[src/hdl/mbrp_pkg.sv]
`timescale 1ns / 1ps
// shared types and constants for the modbus rtu request parser
// no dependencies; every other file but mbrp_if imports this package

package mbrp_pkg;

    localparam int DATA_BYTES = 64;                 // data store depth, 8 to 64
    localparam int IDX_W      = $clog2(DATA_BYTES); // store address width
    localparam int CNT_W      = IDX_W + 1;          // fill count, holds DATA_BYTES itself
    localparam int EXP_W      = 9;                  // expected length, up to 255 + 5
    localparam int BYTE_INDEX_W = 6;

    localparam int CMD_DEPTH  = 4;
    localparam int CMD_PTR_W  = $clog2(CMD_DEPTH);

    localparam logic [15:0] CRC_INIT = 16'hFFFF;
    localparam logic [15:0] CRC_POLY = 16'hA001;

    localparam logic [7:0] FUNC_FIXED_LO   = 8'd1;
    localparam logic [7:0] FUNC_FIXED_HI   = 8'd6;
    localparam logic [7:0] FUNC_WRITE_MULT = 8'h10;
    localparam logic [7:0] LEN_FIXED       = 8'd4;
    localparam logic [7:0] LEN_BASE        = 8'd5;

    typedef enum logic [1:0] {
        KIND_DATA = 2'd0,
        KIND_CRC  = 2'd1,
        KIND_OVF  = 2'd2
    } t_kind;

    typedef enum logic [1:0] {
        CMD_STORE   = 2'd0,
        CMD_RUN     = 2'd1,
        CMD_ERR_CRC = 2'd2,
        CMD_ERR_OVF = 2'd3
    } t_cmd_op;

    // one command from the front end to the back end
    typedef struct packed {
        t_cmd_op          op;
        logic [7:0]       function_code;
        logic [CNT_W-1:0] arg;    // store address or run length
        logic [7:0]       value;
    } t_cmd;

    // queue handshake toward either side
    typedef struct packed {
        logic valid;
        t_cmd cmd;
    } t_cmd_req;

endpackage

[src/hdl/mbrp_if.sv]
`timescale 1ns / 1ps
// valid/ready channel interfaces for received bytes and parser results
// no dependencies

interface mbrp_in_if;
    logic       valid;
    logic       ready;
    logic [7:0] rx_byte;
    logic       sof;

    modport source (output valid, output rx_byte, output sof, input ready);
    modport sink   (input valid, input rx_byte, input sof, output ready);
endinterface

interface mbrp_out_if;
    logic       valid;
    logic       ready;
    logic [1:0] result_kind;
    logic [7:0] function_code;
    logic [5:0] byte_index;
    logic [7:0] byte_value;
    logic       last_of_run;

    modport source (output valid, output result_kind, output function_code,
                    output byte_index, output byte_value, output last_of_run,
                    input ready);
    modport sink   (input valid, input result_kind, input function_code,
                    input byte_index, input byte_value, input last_of_run,
                    output ready);
endinterface

[src/hdl/mbrp_front.sv]
`timescale 1ns / 1ps
// front end: frame state machine, crc-16 and byte classification
// depends on mbrp_pkg and mbrp_in_if; issues commands into the queue

module mbrp_front
    import mbrp_pkg::*;
(
    input  logic          i_clk,
    input  logic          i_rst_n,
    input  logic [7:0]    i_slave_address,
    mbrp_in_if.sink       i_rx,
    input  logic          i_full,
    output t_cmd_req      o_push
);

    typedef enum logic [4:0] {
        PH_IDLE = 5'b00001,
        PH_FUNC = 5'b00010,
        PH_DATA = 5'b00100,
        PH_CRCL = 5'b01000,
        PH_CRCH = 5'b10000
    } t_phase;

    t_phase           r_phase,    n_phase;
    logic [7:0]       r_func,     n_func;
    logic [EXP_W-1:0] r_expected, n_expected;
    logic [CNT_W-1:0] r_count,    n_count;
    logic [15:0]      r_crc,      n_crc;
    logic [7:0]       r_crc_low,  n_crc_low;

    t_phase           s_phase;
    logic [7:0]       s_func;
    logic [EXP_W-1:0] s_expected;
    logic [CNT_W-1:0] s_count;
    logic [15:0]      s_crc;
    logic [7:0]       s_crc_low;
    logic             accept;
    logic [7:0]       b;
    logic [CNT_W-1:0] count_inc;
    logic [EXP_W-1:0] exp_upd;

    function automatic logic [15:0] crc_feed(input logic [15:0] crc, input logic [7:0] d);
        logic [15:0] c;
        c = crc ^ {8'h00, d};
        for (int k = 0; k < 8; k++) begin
            c = c[0] ? ((c >> 1) ^ CRC_POLY) : (c >> 1);
        end
        return c;
    endfunction

    assign i_rx.ready = !i_full;
    assign accept     = i_rx.valid && !i_full;
    assign b          = i_rx.rx_byte;

    // frame start returns to idle before the byte is looked at
    always_comb begin
        if (i_rx.sof) begin
            s_phase    = PH_IDLE;
            s_func     = '0;
            s_expected = '0;
            s_count    = '0;
            s_crc      = '0;
            s_crc_low  = '0;
        end else begin
            s_phase    = r_phase;
            s_func     = r_func;
            s_expected = r_expected;
            s_count    = r_count;
            s_crc      = r_crc;
            s_crc_low  = r_crc_low;
        end
    end

    assign count_inc = s_count + CNT_W'(1);

    always_comb begin
        n_phase    = s_phase;
        n_func     = s_func;
        n_expected = s_expected;
        n_count    = s_count;
        n_crc      = s_crc;
        n_crc_low  = s_crc_low;
        exp_upd    = s_expected;
        o_push.valid             = 1'b0;
        o_push.cmd.op            = CMD_STORE;
        o_push.cmd.function_code = s_func;
        o_push.cmd.arg           = s_count;
        o_push.cmd.value         = b;
        unique case (s_phase)
            PH_IDLE: begin
                if (b == i_slave_address) begin
                    n_crc   = crc_feed(CRC_INIT, b);
                    n_phase = PH_FUNC;
                end
            end
            PH_FUNC: begin
                n_func  = b;
                n_crc   = crc_feed(s_crc, b);
                n_count = '0;
                n_phase = PH_DATA;
                if (b >= FUNC_FIXED_LO && b <= FUNC_FIXED_HI) begin
                    n_expected = EXP_W'(LEN_FIXED);
                end else if (b == FUNC_WRITE_MULT) begin
                    n_expected = EXP_W'(LEN_BASE);
                end else begin
                    n_expected = '0;
                end
            end
            PH_DATA: begin
                if (s_count >= CNT_W'(DATA_BYTES)) begin
                    // store full: drop the byte and report
                    o_push.valid   = 1'b1;
                    o_push.cmd.op  = CMD_ERR_OVF;
                    n_phase    = PH_IDLE;
                    n_func     = '0;
                    n_expected = '0;
                    n_count    = '0;
                    n_crc      = '0;
                    n_crc_low  = '0;
                end else begin
                    o_push.valid = 1'b1;
                    n_count = count_inc;
                    n_crc   = crc_feed(s_crc, b);
                    // fifth byte of a write-multiple request is its byte count
                    if (s_func == FUNC_WRITE_MULT && count_inc == CNT_W'(LEN_BASE)) begin
                        exp_upd = EXP_W'(b) + EXP_W'(LEN_BASE);
                    end
                    n_expected = exp_upd;
                    if (EXP_W'(count_inc) == exp_upd) begin
                        n_phase = PH_CRCL;
                    end
                end
            end
            PH_CRCL: begin
                n_crc_low = b;
                n_phase   = PH_CRCH;
            end
            PH_CRCH: begin
                o_push.valid  = 1'b1;
                o_push.cmd.op = (s_crc == {b, s_crc_low}) ? CMD_RUN : CMD_ERR_CRC;
                n_phase    = PH_IDLE;
                n_func     = '0;
                n_expected = '0;
                n_count    = '0;
                n_crc      = '0;
                n_crc_low  = '0;
            end
            default: begin
                n_phase = PH_IDLE;
            end
        endcase
        if (!accept) begin
            o_push.valid = 1'b0;
        end
    end

    always_ff @(posedge i_clk) begin
        if (!i_rst_n) begin
            r_phase    <= PH_IDLE;
            r_func     <= '0;
            r_expected <= '0;
            r_count    <= '0;
            r_crc      <= '0;
            r_crc_low  <= '0;
        end else if (accept) begin
            r_phase    <= n_phase;
            r_func     <= n_func;
            r_expected <= n_expected;
            r_count    <= n_count;
            r_crc      <= n_crc;
            r_crc_low  <= n_crc_low;
        end
    end

endmodule

[src/hdl/mbrp_cmd_fifo.sv]
`timescale 1ns / 1ps
// short command queue between the front end and the back end
// depends on mbrp_pkg

module mbrp_cmd_fifo
    import mbrp_pkg::*;
(
    input  logic     i_clk,
    input  logic     i_rst_n,
    input  t_cmd_req i_push,
    output logic     o_full,
    output t_cmd_req o_head,
    input  logic     i_pop
);

    t_cmd                 r_slot [CMD_DEPTH];
    logic [CMD_PTR_W-1:0] r_wr_ptr, n_wr_ptr;
    logic [CMD_PTR_W-1:0] r_rd_ptr, n_rd_ptr;
    logic [CMD_PTR_W:0]   r_fill,   n_fill;
    logic                 do_push;
    logic                 do_pop;

    assign o_full      = (r_fill == (CMD_PTR_W+1)'(CMD_DEPTH));
    assign o_head.valid = (r_fill != '0);
    assign o_head.cmd   = r_slot[r_rd_ptr];

    assign do_push = i_push.valid && !o_full;
    assign do_pop  = i_pop && o_head.valid;

    always_comb begin
        n_wr_ptr = do_push ? r_wr_ptr + CMD_PTR_W'(1) : r_wr_ptr;
        n_rd_ptr = do_pop  ? r_rd_ptr + CMD_PTR_W'(1) : r_rd_ptr;
        n_fill   = r_fill;
        if (do_push && !do_pop) begin
            n_fill = r_fill + (CMD_PTR_W+1)'(1);
        end else if (do_pop && !do_push) begin
            n_fill = r_fill - (CMD_PTR_W+1)'(1);
        end
    end

    always_ff @(posedge i_clk) begin
        if (!i_rst_n) begin
            r_wr_ptr <= '0;
            r_rd_ptr <= '0;
            r_fill   <= '0;
        end else begin
            r_wr_ptr <= n_wr_ptr;
            r_rd_ptr <= n_rd_ptr;
            r_fill   <= n_fill;
        end
    end

    always_ff @(posedge i_clk) begin
        if (do_push) begin
            r_slot[r_wr_ptr] <= i_push.cmd;
        end
    end

endmodule

[src/hdl/mbrp_back.sv]
`timescale 1ns / 1ps
// back end: data store, result sequencing and output register
// depends on mbrp_pkg and mbrp_out_if; drains the command queue

module mbrp_back
    import mbrp_pkg::*;
(
    input  logic      i_clk,
    input  logic      i_rst_n,
    input  t_cmd_req  i_head,
    output logic      o_pop,
    mbrp_out_if.source o_res
);

    typedef enum logic [2:0] {
        BK_IDLE = 3'b001,
        BK_RD   = 3'b010,
        BK_OUT  = 3'b100
    } t_bk_state;

    t_bk_state        r_state, n_state;
    logic [IDX_W-1:0] r_idx,   n_idx;
    logic [CNT_W-1:0] r_len,   n_len;
    logic [7:0]       r_func,  n_func;

    logic [7:0]       r_mem [DATA_BYTES];
    logic [7:0]       r_rd_data;

    logic             r_out_valid, n_out_valid;
    t_kind            r_kind,  n_kind;
    logic [7:0]       r_ofunc, n_ofunc;
    logic [BYTE_INDEX_W-1:0] r_oidx, n_oidx;
    logic [7:0]       r_oval,  n_oval;
    logic             r_olast, n_olast;

    logic             slot_free;
    logic             mem_we;
    logic             run_last;

    assign slot_free = !r_out_valid || o_res.ready;
    assign run_last  = ({1'b0, r_idx} + CNT_W'(1)) == r_len;

    assign o_res.valid         = r_out_valid;
    assign o_res.result_kind   = r_kind;
    assign o_res.function_code = r_ofunc;
    assign o_res.byte_index    = r_oidx;
    assign o_res.byte_value    = r_oval;
    assign o_res.last_of_run   = r_olast;

    always_comb begin
        n_state     = r_state;
        n_idx       = r_idx;
        n_len       = r_len;
        n_func      = r_func;
        n_out_valid = r_out_valid && !o_res.ready;
        n_kind      = r_kind;
        n_ofunc     = r_ofunc;
        n_oidx      = r_oidx;
        n_oval      = r_oval;
        n_olast     = r_olast;
        o_pop       = 1'b0;
        mem_we      = 1'b0;
        unique case (r_state)
            BK_IDLE: begin
                if (i_head.valid) begin
                    unique case (i_head.cmd.op)
                        CMD_STORE: begin
                            mem_we = 1'b1;
                            o_pop  = 1'b1;
                        end
                        CMD_RUN: begin
                            o_pop   = 1'b1;
                            n_idx   = '0;
                            n_len   = i_head.cmd.arg;
                            n_func  = i_head.cmd.function_code;
                            n_state = BK_RD;
                        end
                        CMD_ERR_CRC, CMD_ERR_OVF: begin
                            if (slot_free) begin
                                o_pop       = 1'b1;
                                n_out_valid = 1'b1;
                                n_kind      = (i_head.cmd.op == CMD_ERR_CRC) ? KIND_CRC
                                                                              : KIND_OVF;
                                n_ofunc     = i_head.cmd.function_code;
                                n_oidx      = '0;
                                n_oval      = '0;
                                n_olast     = 1'b1;
                            end
                        end
                        default: begin
                            o_pop = 1'b1;
                        end
                    endcase
                end
            end
            BK_RD: begin
                // read data for r_idx is registered into r_rd_data for use in BK_OUT
                n_state = BK_OUT;
            end
            BK_OUT: begin
                if (slot_free) begin
                    n_out_valid = 1'b1;
                    n_kind      = KIND_DATA;
                    n_ofunc     = r_func;
                    n_oidx      = BYTE_INDEX_W'(r_idx);
                    n_oval      = r_rd_data;
                    n_olast     = run_last;
                    if (run_last) begin
                        n_state = BK_IDLE;
                    end else begin
                        n_idx   = r_idx + IDX_W'(1);
                        n_state = BK_RD;
                    end
                end
            end
            default: begin
                n_state = BK_IDLE;
            end
        endcase
    end

    always_ff @(posedge i_clk) begin
        if (!i_rst_n) begin
            r_state     <= BK_IDLE;
            r_out_valid <= 1'b0;
        end else begin
            r_state     <= n_state;
            r_out_valid <= n_out_valid;
        end
    end

    always_ff @(posedge i_clk) begin
        r_idx   <= n_idx;
        r_len   <= n_len;
        r_func  <= n_func;
        r_kind  <= n_kind;
        r_ofunc <= n_ofunc;
        r_oidx  <= n_oidx;
        r_oval  <= n_oval;
        r_olast <= n_olast;
    end

    always_ff @(posedge i_clk) begin
        if (mem_we) begin
            r_mem[i_head.cmd.arg[IDX_W-1:0]] <= i_head.cmd.value;
        end
        r_rd_data <= r_mem[r_idx];
    end

endmodule

[src/hdl/modbus_rtu_request_parser.sv]
`timescale 1ns / 1ps
// top level of the modbus rtu request parser: config register and wiring
// depends on mbrp_pkg, mbrp_if, mbrp_front, mbrp_cmd_fifo and mbrp_back
//
// usage: i_rx carries one received byte per item, sof marking the first
//   byte of a frame; o_res carries result items: data bytes of a good
//   request, or a single crc mismatch or store overflow error.
//   i_cfg_wr_en / i_cfg_wr_data write the own station address (reset 1).
// timing: the front end takes one byte per cycle while its 4-entry command
//   queue has room; crc-16 is folded in within that same cycle.
//   the back end writes each stored data byte and loads each error into
//   the output register as it pops them; each result of a data run takes
//   a store read (BK_RD), then the output register (BK_OUT), and no
//   command is popped during a run. a data result thus passes the queue,
//   BK_RD and BK_OUT; an error result the queue and the output register.
// reset: synchronous, active low: parser back to idle, queue and output
//   empty; store contents are not cleared, every byte reported was written
// stalls: the output register holds while o_res.ready is low, the back end
//   then stops, the queue fills and i_rx.ready drops.

module modbus_rtu_request_parser
    import mbrp_pkg::*;
(
    input  logic       i_clk,
    input  logic       i_rst_n,
    input  logic       i_cfg_wr_en,
    input  logic [7:0] i_cfg_wr_data,
    mbrp_in_if.sink    i_rx,
    mbrp_out_if.source o_res
);

    logic [7:0] r_slave_address;
    t_cmd_req   push;
    t_cmd_req   head;
    logic       full;
    logic       pop;

    always_ff @(posedge i_clk) begin
        if (!i_rst_n) begin
            r_slave_address <= 8'd1;
        end else if (i_cfg_wr_en) begin
            r_slave_address <= i_cfg_wr_data;
        end
    end

    mbrp_front u_front (
        .i_clk           (i_clk),
        .i_rst_n         (i_rst_n),
        .i_slave_address (r_slave_address),
        .i_rx            (i_rx),
        .i_full          (full),
        .o_push          (push)
    );

    mbrp_cmd_fifo u_fifo (
        .i_clk   (i_clk),
        .i_rst_n (i_rst_n),
        .i_push  (push),
        .o_full  (full),
        .o_head  (head),
        .i_pop   (pop)
    );

    mbrp_back u_back (
        .i_clk   (i_clk),
        .i_rst_n (i_rst_n),
        .i_head  (head),
        .o_pop   (pop),
        .o_res   (o_res)
    );

endmodule

[src/flat_wrapper.sv]
// flat-port wrapper written by rule: the top's interface ports become plain ports
module modbus_rtu_request_parser_flat import mbrp_pkg::*;
  (i_clk, i_rst_n, i_cfg_wr_en, i_cfg_wr_data, i_rx_valid, i_rx_rx_byte, i_rx_sof, i_rx_ready, o_res_valid, o_res_result_kind, o_res_function_code, o_res_byte_index, o_res_byte_value, o_res_last_of_run, o_res_ready);
  mbrp_in_if i_rx_i ();
  mbrp_out_if o_res_i ();
  input  logic i_clk;
  input  logic i_rst_n;
  input  logic i_cfg_wr_en;
  input  logic [7:0] i_cfg_wr_data;
  input wire logic [$bits(i_rx_i.valid)-1:0] i_rx_valid;
  input wire logic [$bits(i_rx_i.rx_byte)-1:0] i_rx_rx_byte;
  input wire logic [$bits(i_rx_i.sof)-1:0] i_rx_sof;
  output wire logic [$bits(i_rx_i.ready)-1:0] i_rx_ready;
  output wire logic [$bits(o_res_i.valid)-1:0] o_res_valid;
  output wire logic [$bits(o_res_i.result_kind)-1:0] o_res_result_kind;
  output wire logic [$bits(o_res_i.function_code)-1:0] o_res_function_code;
  output wire logic [$bits(o_res_i.byte_index)-1:0] o_res_byte_index;
  output wire logic [$bits(o_res_i.byte_value)-1:0] o_res_byte_value;
  output wire logic [$bits(o_res_i.last_of_run)-1:0] o_res_last_of_run;
  input wire logic [$bits(o_res_i.ready)-1:0] o_res_ready;
  assign i_rx_i.valid = i_rx_valid;
  assign i_rx_i.rx_byte = i_rx_rx_byte;
  assign i_rx_i.sof = i_rx_sof;
  assign i_rx_ready = i_rx_i.ready;
  assign o_res_valid = o_res_i.valid;
  assign o_res_result_kind = o_res_i.result_kind;
  assign o_res_function_code = o_res_i.function_code;
  assign o_res_byte_index = o_res_i.byte_index;
  assign o_res_byte_value = o_res_i.byte_value;
  assign o_res_last_of_run = o_res_i.last_of_run;
  assign o_res_i.ready = o_res_ready;
  modbus_rtu_request_parser u_core (.i_clk(i_clk), .i_rst_n(i_rst_n), .i_cfg_wr_en(i_cfg_wr_en), .i_cfg_wr_data(i_cfg_wr_data), .i_rx(i_rx_i), .o_res(o_res_i));
endmodule
[config.mk]
export PLATFORM = sky130hd
export DESIGN_NAME = modbus_rtu_request_parser_flat
export DESIGN_NICKNAME = d
export VERILOG_FILES = /design/src/hdl/mbrp_pkg.sv /design/src/hdl/mbrp_if.sv /design/src/hdl/mbrp_front.sv /design/src/hdl/mbrp_cmd_fifo.sv /design/src/hdl/mbrp_back.sv /design/src/hdl/modbus_rtu_request_parser.sv /design/src/flat_wrapper.sv
export SDC_FILE = /design/constraint.sdc
export NUM_CORES = 1
export LEC_CHECK = 0
export BUFFER_PORTS_ARGS = -buffer_cell sky130_fd_sc_hd__buf_4
export CORE_ASPECT_RATIO = 1.5
export CORE_MARGIN = 4
export CORE_UTILIZATION = 44
export DETAILED_ROUTE_END_ITERATION = 7
export PLACE_DENSITY = 0.68
export SLEW_MARGIN = 20
export SYNTH_ARGS = -nofsm -noshare
export SYNTH_HDL_FRONTEND = slang
export SYNTH_HIERARCHICAL = 1
export SYNTH_SLANG_ARGS = --single-unit
[constraint.sdc]
create_clock -name i_clk -period 5.55 [get_ports i_clk]
set_input_delay 1.11 -clock i_clk [delete_from_list [all_inputs] [get_ports i_clk]]
set_output_delay 1.11 -clock i_clk [all_outputs]
set_load 0.05 [all_outputs]
---- After elaboration in Yosys (flattened, before gate mapping) ----
Memories as Yosys holds them, arrays and structs flattened. A register that Yosys moved wholly into a read port is not among the register bits.
Cells that the tools add are included.
word-level totals
  register bits after elaboration ......... 118
  latch bits .............................. 0
  memory bits (writable) .................. 612
  memory bits (read-only) ................. 0
  input port bits ......................... 22
  output and inout bits ................... 27
  logic and storage cells ................. 202
  memories kept ........................... 2
operators by class
  add/sub/neg operators ................... 8
  $mul .................................... 0
  div/mod/pow operators ................... 0
  order comparisons ....................... 3
  equal/unequal tests ..................... 25
  shifts and indexed selects .............. 0
  multiplexer cells ....................... 101
  bitwise operators ....................... 18
  reductions and logical operators ........ 25
memory list
  name                  words  width  rd ports  clocked after memory_dff  wr ports  RTL line             RTL
  u_core.u_back.r_mem   64     8      1         1                         1         mbrp_back.sv:26      logic [7:0] r_mem [DATA_BYTES];
  u_core.u_fifo.r_slot  4      25     1         1                         1         mbrp_cmd_fifo.sv:16  t_cmd r_slot [CMD_DEPTH];
operators with widths
  kind                 number
  $mux 16              19
  $mux 8               12
  $pmux 16 s4          1
  $mux 9               6
  $mux 6               8
  $not 2->3            16
  $pmux 8 s3           2
  $pmux 8 s2           2
  $pmux 9 s3           1
  $pmux 6 s2           2
  $mux 2               10
  $mux 5               4
  $pmux 5 s4           1
  $mux 1               18
  $mux 3               6
  $eq 16x16->1         1
  $eq 8x5->1 const B   2
  $not 8->16           1
  $xor 16x8->16        1
  $mux 7               2
  $pmux 7 s2           1
  $reduce_and 5->1     2
  $add 8x3->9 const B  1
  $eq 7x9->1           1
  other kinds (36)     60

---- Depth between registers and ports, before layout ----
Gate-level depths: netlist of the first run.
  depth in word-level cells ............... 20
  depth in mapped cells ................... 19
  depth with buffers taken out ............ 13

---- Modules after synthesis ----
Netlist of the first run, hierarchy kept.
modules (own cells, without submodules)
  module                     times used  cells each  area an instance (um^2)  sequential area each (um^2)
  mbrp_back                  1           1083        22273.9                  16996.3
  mbrp_front                 1           549         4274.1                   1061.0
  mbrp_cmd_fifo              1           179         4116.4                   3183.1
  modbus_rtu_request_parser  1           25          299.0                    160.2

---- Worst setup path after synthesis of the first run ----
OpenSTA, ideal clock, no wires.
  path type ............................... input to register
  start ................................... input i_rx_sof
  end ..................................... register u_core.u_front.r_phase[3]
  library setup time ...................... 0.070 ns
  arrival time ............................ 4.856 ns
  data required time ...................... 5.480 ns
  path slack .............................. 0.624 ns
  stages on the path ...................... 19
  path buffers ............................ 6
  cell sequence ........................... clkbuf_1 > clkbuf_1 > clkbuf_1 > clkbuf_1 > nor2b_1 > ha_1 > clkbuf_1 > nand2_1 > nor4b_1 > ha_1 > nand2b_1 > or4_4 > nor4_4 > buf_6 > a21oi_2 > a221oi_2 > nand4_1 > or3_1 > a21boi_1
RTL lines
  what                  RTL line            RTL
  from (decl)           flat_wrapper.sv:12  input wire logic [$bits(i_rx_i.sof)-1:0] i_rx_sof;
  to (signal assigned)  mbrp_front.sv:166   r_phase <= n_phase;
  to (decl)             mbrp_front.sv:24    t_phase r_phase, n_phase;

==> results.ini, run 1 <==
[outcome]
status=finished clean

[clocking]
hold_buffers=0
cts.sinks=740
clkLatencyLatePin_ns=0.62
cts_inserted_buffers=69
post_cts_resize_count=0
cts_tree=built
htree_levels=3
path_clk_slew_ns=0.06
root_buffer=clkbuf_16
cts_setup_buffers=0
cts_buffer_depth=3

[worst_setup_path]
startpoint_type=input port
r2r_setup_slack_ns=1.53
endpoint_kind=flop
cp_max_fo=11
worstSetupEndpoint=u_core/u_front/r_phase[2]
r2r_cells=13
reg2reg_to=u_core/u_front/r_phase[2]
cp_data_arrival_time_ns=4.53
required_ns=6.01
path_class=input port to flop
crit_start=i_rx_sof
rr_startpoint=u_core/u_front/r_count[0]

[logic_synthesis]
ys_seq_area_share_pct=69.12
synth_edf_count=658
synth_fa_ha_area_share_pct=1.075
yosys.area_share.simple_pct=6.865
ys_types=81
synth_xor_area_share_pct=2.522
synth_commonest_cells=658 x edfxtp_1, 141 x mux4_2, 125 x nor2_1
synthCells=1836
synth_ff_type=edfxtp_1
synth_compound_gate_area_share_pct=5.435
synth_top_family_by_area=multiplexers
synth_area_um2=30960
synthArstFlopShare_pct=0
synth_top_area_share_pct=63.81
synthMostInstantiatedCell=edfxtp_1
yosysTopAreaCell=edfxtp_1
avgSynthCellArea_um2=16.86
muxShareOfSynthArea_pct=12.38
syn-num-nets=1884
yosys_warnings=6
synth_area_leaders=edfxtp_1 64%, mux4_2 10%, dfxtp_1 5.3%
synth_seq_cells=740

[route]
dr_wl_met2_um=36700
drt_iter0_markers=1579
wl_um=69580
wl_per_cell_um=24.67
met1Wirelength_um=25900
route.detailed.drc=0
met3WireLength_um=3880
firstDrtPassIters=7
topRoutingLayerUsed=met4
avgViaCountPerCell=5.837
ant_nets=0
num_vias=16467

[layout]
drive_gt1_share_pct=18.79
nFillCells=5653
seq_area_um2=21400
num_antenna_cells=0
finalNonFillerCells=2821
utilization_pct=49.47
num-nets-final=1915
syn_to_final_growth_pct=10.86
multi_input_area_um2=8770

[global_route]
grt_first_pass_wirelength_um=106400
grt_max_degree=116
grt_antenna_before_repair=0
grt_use_total_pct=18.55
overflow=0
grt_pass1_vias=17191

[pwr]
pwr-share-seq_pct=54.1
ir_worst_vdd_mv=0.2153
p_clk_share_pct=44.0
p_leak_nw=10.57
finalPower_mw=11.08
p_sw_mw=2.183
p_int_mw=8.895
sw_frac_of_total_pct=19.70
comb_power_share_pct=1.9
power.density_nw_per_um2=322.7

[timing]
setup_slack_ns=1.472
drv_slew=0
rsz0062_at_grt=no
fin_crit_sh_pct=73.47
period_minus_slack_ns=4.078
setup_viol=0
skew_ns=0.03035
worstMarginPinSlew_ns=1.079
relSlewSlack_pct=27.80
setup_tns_ns=0
hold_viol=0
max_freq_mhz=245.2

[floorplan]
core_area_um2=69390
dieArea_um2=74770
rows=118
start_util_pct=44.62
dieHeight_um=332.9
fp.dieW_um=224.6
io_pins=49

[worst_hold_path]
min_path_type=flop to flop
hp-start=u_core/u_fifo/r_wr_ptr[0]

[place]
dp_cells=2696
dp_hpwl_um=44120
numPortBuffers=48
place_ws_ns=0.8370
gp_congestion=0.8837

[run]
maxCapViolCount=0

area by class of cell:
cell class	instances	area share (%)
inverter	24	0.2624
tap	900	3.280
sequential	740	62.35
clock inverter	41	1.476
multi-input combinational	953	25.55
clock buffer	84	5.285
timing repair buffer	79	1.801
cell usage in the layout (no fill, tap or decap), types with 7 or more instances in the layout:
master / n
a21oi_1: 23
o2bb2ai_1: 7
nor3_1: 10
a22oi_1: 37
buf_4: 77
a31oi_1: 10
nand3_1: 17
clkinv_2: 10
nand4_1: 8
ha_1: 25
nor2_1: 124
dfxtp_1: 81
bufinv_16: 10
mux2i_1: 36
nand2b_1: 10
nand2_1: 89
a221oi_1: 8
clkbuf_1: 13
nor2b_1: 73
mux4_1: 7
clkbuf_16: 70
and2_1: 15
mux2_2: 10
o21ai_0: 39
edfxtp_1: 658
xnor2_1: 60
o221ai_1: 9
mux4_2: 141
inv_1: 23
and3_1: 20
o22ai_1: 19
a211oi_1: 19
nand3b_1: 7
or3_1: 14
xor2_1: 14
stage by stage:
stage	area, um^2	hold slack (ns)
floorplan	30960	0.4407
global placement	32000	0.4725
detailed placement	32000	0.4870
CTS	34320	0.5053
global route	34330	0.5350
finish	34330	0.5072
kinds of logic after synthesis:
| logic type | count (synthesis) |
|---|---|
| AOI/OAI and AO/OA | 235 |
| buffers and inverters | 143 |
| adders and majority gates | 26 |
| xor gates and xnor gates | 80 |
| and+or+nand+nor | 418 |
| muxes | 194 |
| DFF | 740 |
sequential cells by signal (all words and copies together), names as in the netlist, 8 cells and up, named ones only:
signal	count
u_core/u_front/r_crc_low	8
u_core/u_back/o_res.byte_value	8
u_core/u_front/r_crc	16
u_core/u_front/r_func	8
u_core/u_front/r_expected	9
u_core/u_fifo/r_slot	100
u_core/u_back/r_rd_data	8
u_core/r_slave_address	8
u_core/u_back/r_func	8
u_core/u_back/o_res.function_code	8
u_core/u_back/r_mem	512
worst min-delay path by stage:
stage / end / slack (ns) / cells past startpoint
floorplan: u_core/u_front/r_expected[8] / 0.44 / 2
global placement: u_core/u_front/r_expected[8] / 0.47 / 2
detailed placement: u_core/u_front/r_func[4] / 0.49 / 1
CTS: u_core/u_front/r_func[4] / 0.51 / 1
global route: u_core/u_front/r_func[4] / 0.53 / 1
finish: u_core/u_fifo/r_wr_ptr[0] / 0.51 / 2
layer usage:
metal	global-route usage, %	vias up
li1	-	7273
met1	22.60	8429
met2	32.86	608
met3	2.594	157
met4	8.190	0
met5	0	-
power by group through the flow:
stage / sequential, mW / clock (mW) / combinational [mW]
after floorplan: 6.11 / 0 / 0.160
after global placement: 6.11 / 0 / 0.208
after detailed placement: 6.12 / 0 / 0.210
after CTS: 5.99 / 4.97 / 0.212
after global routing: 5.99 / 5.21 / 0.230
final: 5.99 / 4.87 / 0.213
critical path: stages:
cell	delay, ns
buf_4	0.16
nor2b_1	0.26
ha_1	0.35
nand2_1	0.08
nor4b_1	0.29
ha_1	0.26
nand2b_1	0.08
or4_4	0.51
nor4_4	0.48
a21oi_2	0.15
a221oi_2	0.30
nand4_1	0.13
o21ai_0	0.25
a31oi_1	0.12
Note: power is estimated with default switching activity, not from simulation.
==> run 2, diff against run 1 <==
Settings changed: ABC_AREA set to 1, PLACE_DENSITY 0.68 to 0.7.
Clock period 5.55 ns to 3.6 ns, I/O delays scaled along.
==> run 2 against run 1 <==
Total power is 110% higher; routed wire length is 18% higher; design area is 6.6% higher; clock skew is 0.0076 ns lower; clock-buffer cell count is 2 higher; largest power group unchanged; sequential power is 63% higher; critical endpoint is now u_core/u_back/r_mem[1][5]; synthesized cell count is 68% higher; utilization is 0.78 points higher.
==> results.ini, run 2 <==
[logic_synthesis]
ys_types=49  ; -40%
synthMostInstantiatedCell=nand2_1
synthArstFlopShare_pct=0  ; unchanged
yosys_warnings=6  ; unchanged
syn-num-nets=3137  ; +67%
synth_area_um2=32470  ; +4.9%
synth_ff_type=edfxtp_1
synthCells=3089  ; +68%
synth_commonest_cells=931 x nand2_1, 658 x edfxtp_1, 508 x nand3_1
synth_seq_cells=740  ; unchanged
synth_edf_count=658  ; unchanged
ys_seq_area_share_pct=65.91  ; -3.2 points
synth_top_area_share_pct=60.85  ; -3.0 points
yosysTopAreaCell=edfxtp_1
synth_area_leaders=edfxtp_1 61%, nand2_1 11%, nand3_1 7.8%
avgSynthCellArea_um2=10.51  ; -38%

[worst_hold_path]
min_path_type=input port to flop

[global_route]
grt_pass1_vias=22089  ; +28%
grt_antenna_before_repair=0  ; unchanged
grt_use_total_pct=20.61  ; +2.1 points
grt_max_degree=139  ; +20%
grt_first_pass_wirelength_um=125400  ; +18%
overflow=0  ; unchanged

[place]
dpl_cell_area_um2=34350  ; +7.3%
dp_hpwl_um=52100  ; +18%
numPortBuffers=48  ; unchanged
gp_congestion=0.9253  ; +4.7%

[route]
wl_per_cell_um=19.42  ; -21%
firstDrtPassIters=6  ; -1
route.detailed.drc=0  ; unchanged
ant_nets=0  ; unchanged
wl_um=81890  ; +18%
num_vias=22628  ; +37%
avgViaCountPerCell=5.367  ; -8.1%
drt_iter0_markers=1875  ; +19%

[clocking]
hold_buffers=0  ; unchanged
cts_setup_buffers=0  ; unchanged
cts.sinks=740  ; unchanged
cts_tree=built
clkLatencyLatePin_ns=0.62  ; about the same
htree_levels=3  ; unchanged
root_buffer=clkbuf_16
path_clk_slew_ns=0.06  ; about the same
cts_inserted_buffers=69  ; unchanged
post_cts_resize_count=0  ; unchanged
cts_buffer_depth=3  ; unchanged

[timing]
period_minus_slack_ns=3.188
setup_viol=0  ; unchanged
hold_viol=0  ; unchanged
relSlewSlack_pct=33.48  ; +5.7 points
max_freq_mhz=313.6
setup_tns_ns=0  ; unchanged
worstMarginPinSlew_ns=0.9978  ; -0.08130 ns
rsz0062_at_grt=no
fin_crit_sh_pct=88.56
skew_ns=0.02276  ; -0.007593 ns
drv_slew=0  ; unchanged

[layout]
num_antenna_cells=0  ; unchanged
drive_gt1_share_pct=11.88  ; -6.9 points
syn_to_final_growth_pct=12.70
postLayoutCellArea_um2=36590  ; +6.6%
num-nets-final=3226  ; +68%
layout_commonest_cell=nand2_1
mostFrequentLayoutCells=931 x nand2_1, 658 x edfxtp_1, 508 x nand3_1
largest_reg_flops=512  ; unchanged

[pwr]
p_leak_nw=13.66  ; +29%
p_int_mw=15.44  ; +74%
pwr-share-seq_pct=41.3  ; -13 points
comb_power_share_pct=28.2  ; +26 points
sw_frac_of_total_pct=34.73  ; +15 points
p_clk_share_pct=30.5  ; -14 points
p_sw_mw=8.212  ; +280%
power.density_nw_per_um2=646.2  ; +100%
ir_worst_vdd_mv=0.6207  ; +190%

[floorplan]
start_util_pct=44.59  ; about the same
rows=121  ; +2.5%
fp.dieW_um=229.8  ; +2.3%
dieArea_um2=78300  ; +4.7%
dieHeight_um=340.7  ; +2.3%
core_area_um2=72820  ; +4.9%
io_pins=49  ; unchanged

[outcome]
status=finished clean

[worst_setup_path]
r2r_setup_slack_ns=0.41  ; -1.12 ns
cp_data_arrival_time_ns=3.43  ; -1.10 ns
startpoint_type=flop
endpoint_kind=flop
path_class=flop to flop
required_ns=3.84  ; -2.17 ns
cp_max_fo=24  ; +13

[run]
maxCapViolCount=0  ; unchanged

[run 2: changes by cell type in the layout (fill, tap and decap cells not counted), moves of 20 or more]
cell,delta
inv_1,+101
and3_1,-20
buf_4,+98
nor2b_1,-73
mux4_2,-141
nand3_1,+491
o21ai_1,+21
a21oi_1,+23
nand2_1,+842
mux2i_1,-36
o21ai_2,+20
nor2_1,+106
a22oi_1,-36
xnor2_1,-53
[run 2: power groups by stage]
stage | clock network [mW] | logic [mW] | registers (mW)
floorplan | 0 | 4.39 | 10.3
global placement | 0 | 6.58 | 9.94
detailed placement | 0 | 6.65 | 9.95
CTS | 7.36 | 6.68 | 9.76
global route | 7.69 | 7.28 | 9.79
finish | 7.21 | 6.68 | 9.76
[run 2: critical path: stages (launching register included)]
cell and delay, ns:
dfxtp_1 0.39, inv_4 0.21, buf_4 0.36, nor2_1 0.07, o22ai_1 0.34, inv_1 0.09, nor2_2 0.22, nand3_2 0.40
nor2_1 0.72
[run 2: metrics by stage]
step                      util, %  std cells  setup WS (ns)  power, mW  hold slack [ns]
after CTS                   50.25       4216         0.4172      23.81           0.2909
final                       50.25       4216         0.4117      23.65           0.3243
after floorplan                 -       3089         0.2042      14.69           0.4415
after global placement      47.17       4091         0.1661      16.51           0.4546
after global routing        50.25       4216         0.1370      24.76           0.3358
after detailed placement    47.17       4091         0.1337      16.60           0.4644
[run 2: area by class of cell]
type	instances	area (um^2)
well taps	984	1231
repair buffers	186	1534
clock inverters	39	316.6
inverters	150	573.1
clock buffers	86	1924
fillers	6395	36230
flip-flops and latches	740	21400
multi-input cells	2031	9613
[run 2: cells by family (layout without fill, tap and decap cells)]
logic type / Yosys count / in the layout / share of synthesized area (%)
adder cells (fa/ha/maj): 26 / 26 / 1.025
AO/OA/AOI/OAI: 224 / 224 / 4.227
flip-flops: 740 / 740 / 65.91
buffers and inverters: 318 / 461 / 4.886
XOR/XNOR: 35 / 35 / 1.037
AND/OR/NAND/NOR: 1746 / 1746 / 22.92
[run 2: path summary, 6_finish.rpt]
kind                                to  cells after the start                     start
max          u_core/u_back/r_mem[1][5]                      8                      flop
min          u_core/r_slave_address[0]                      3          i_cfg_wr_data[0]
max reg2reg  u_core/u_back/r_mem[1][5]                      8                      flop
min reg2reg   u_core/u_front/r_crc[12]                      2  u_core/u_front/r_crc[12]
[run 2: per-layer routing]
metal / part of all wire (%) / wire [um] / GRT usage (%) / vias up
li1: - / - / - / 10837
met1: 36 / 29110 / 22.41 / 10838
met2: 53 / 43110 / 37.71 / 731
met3: 5.1 / 4162 / 2.689 / 222
met4: 6.7 / 5511 / 13.08 / 0
met5: 0 / 0 / 0 / -
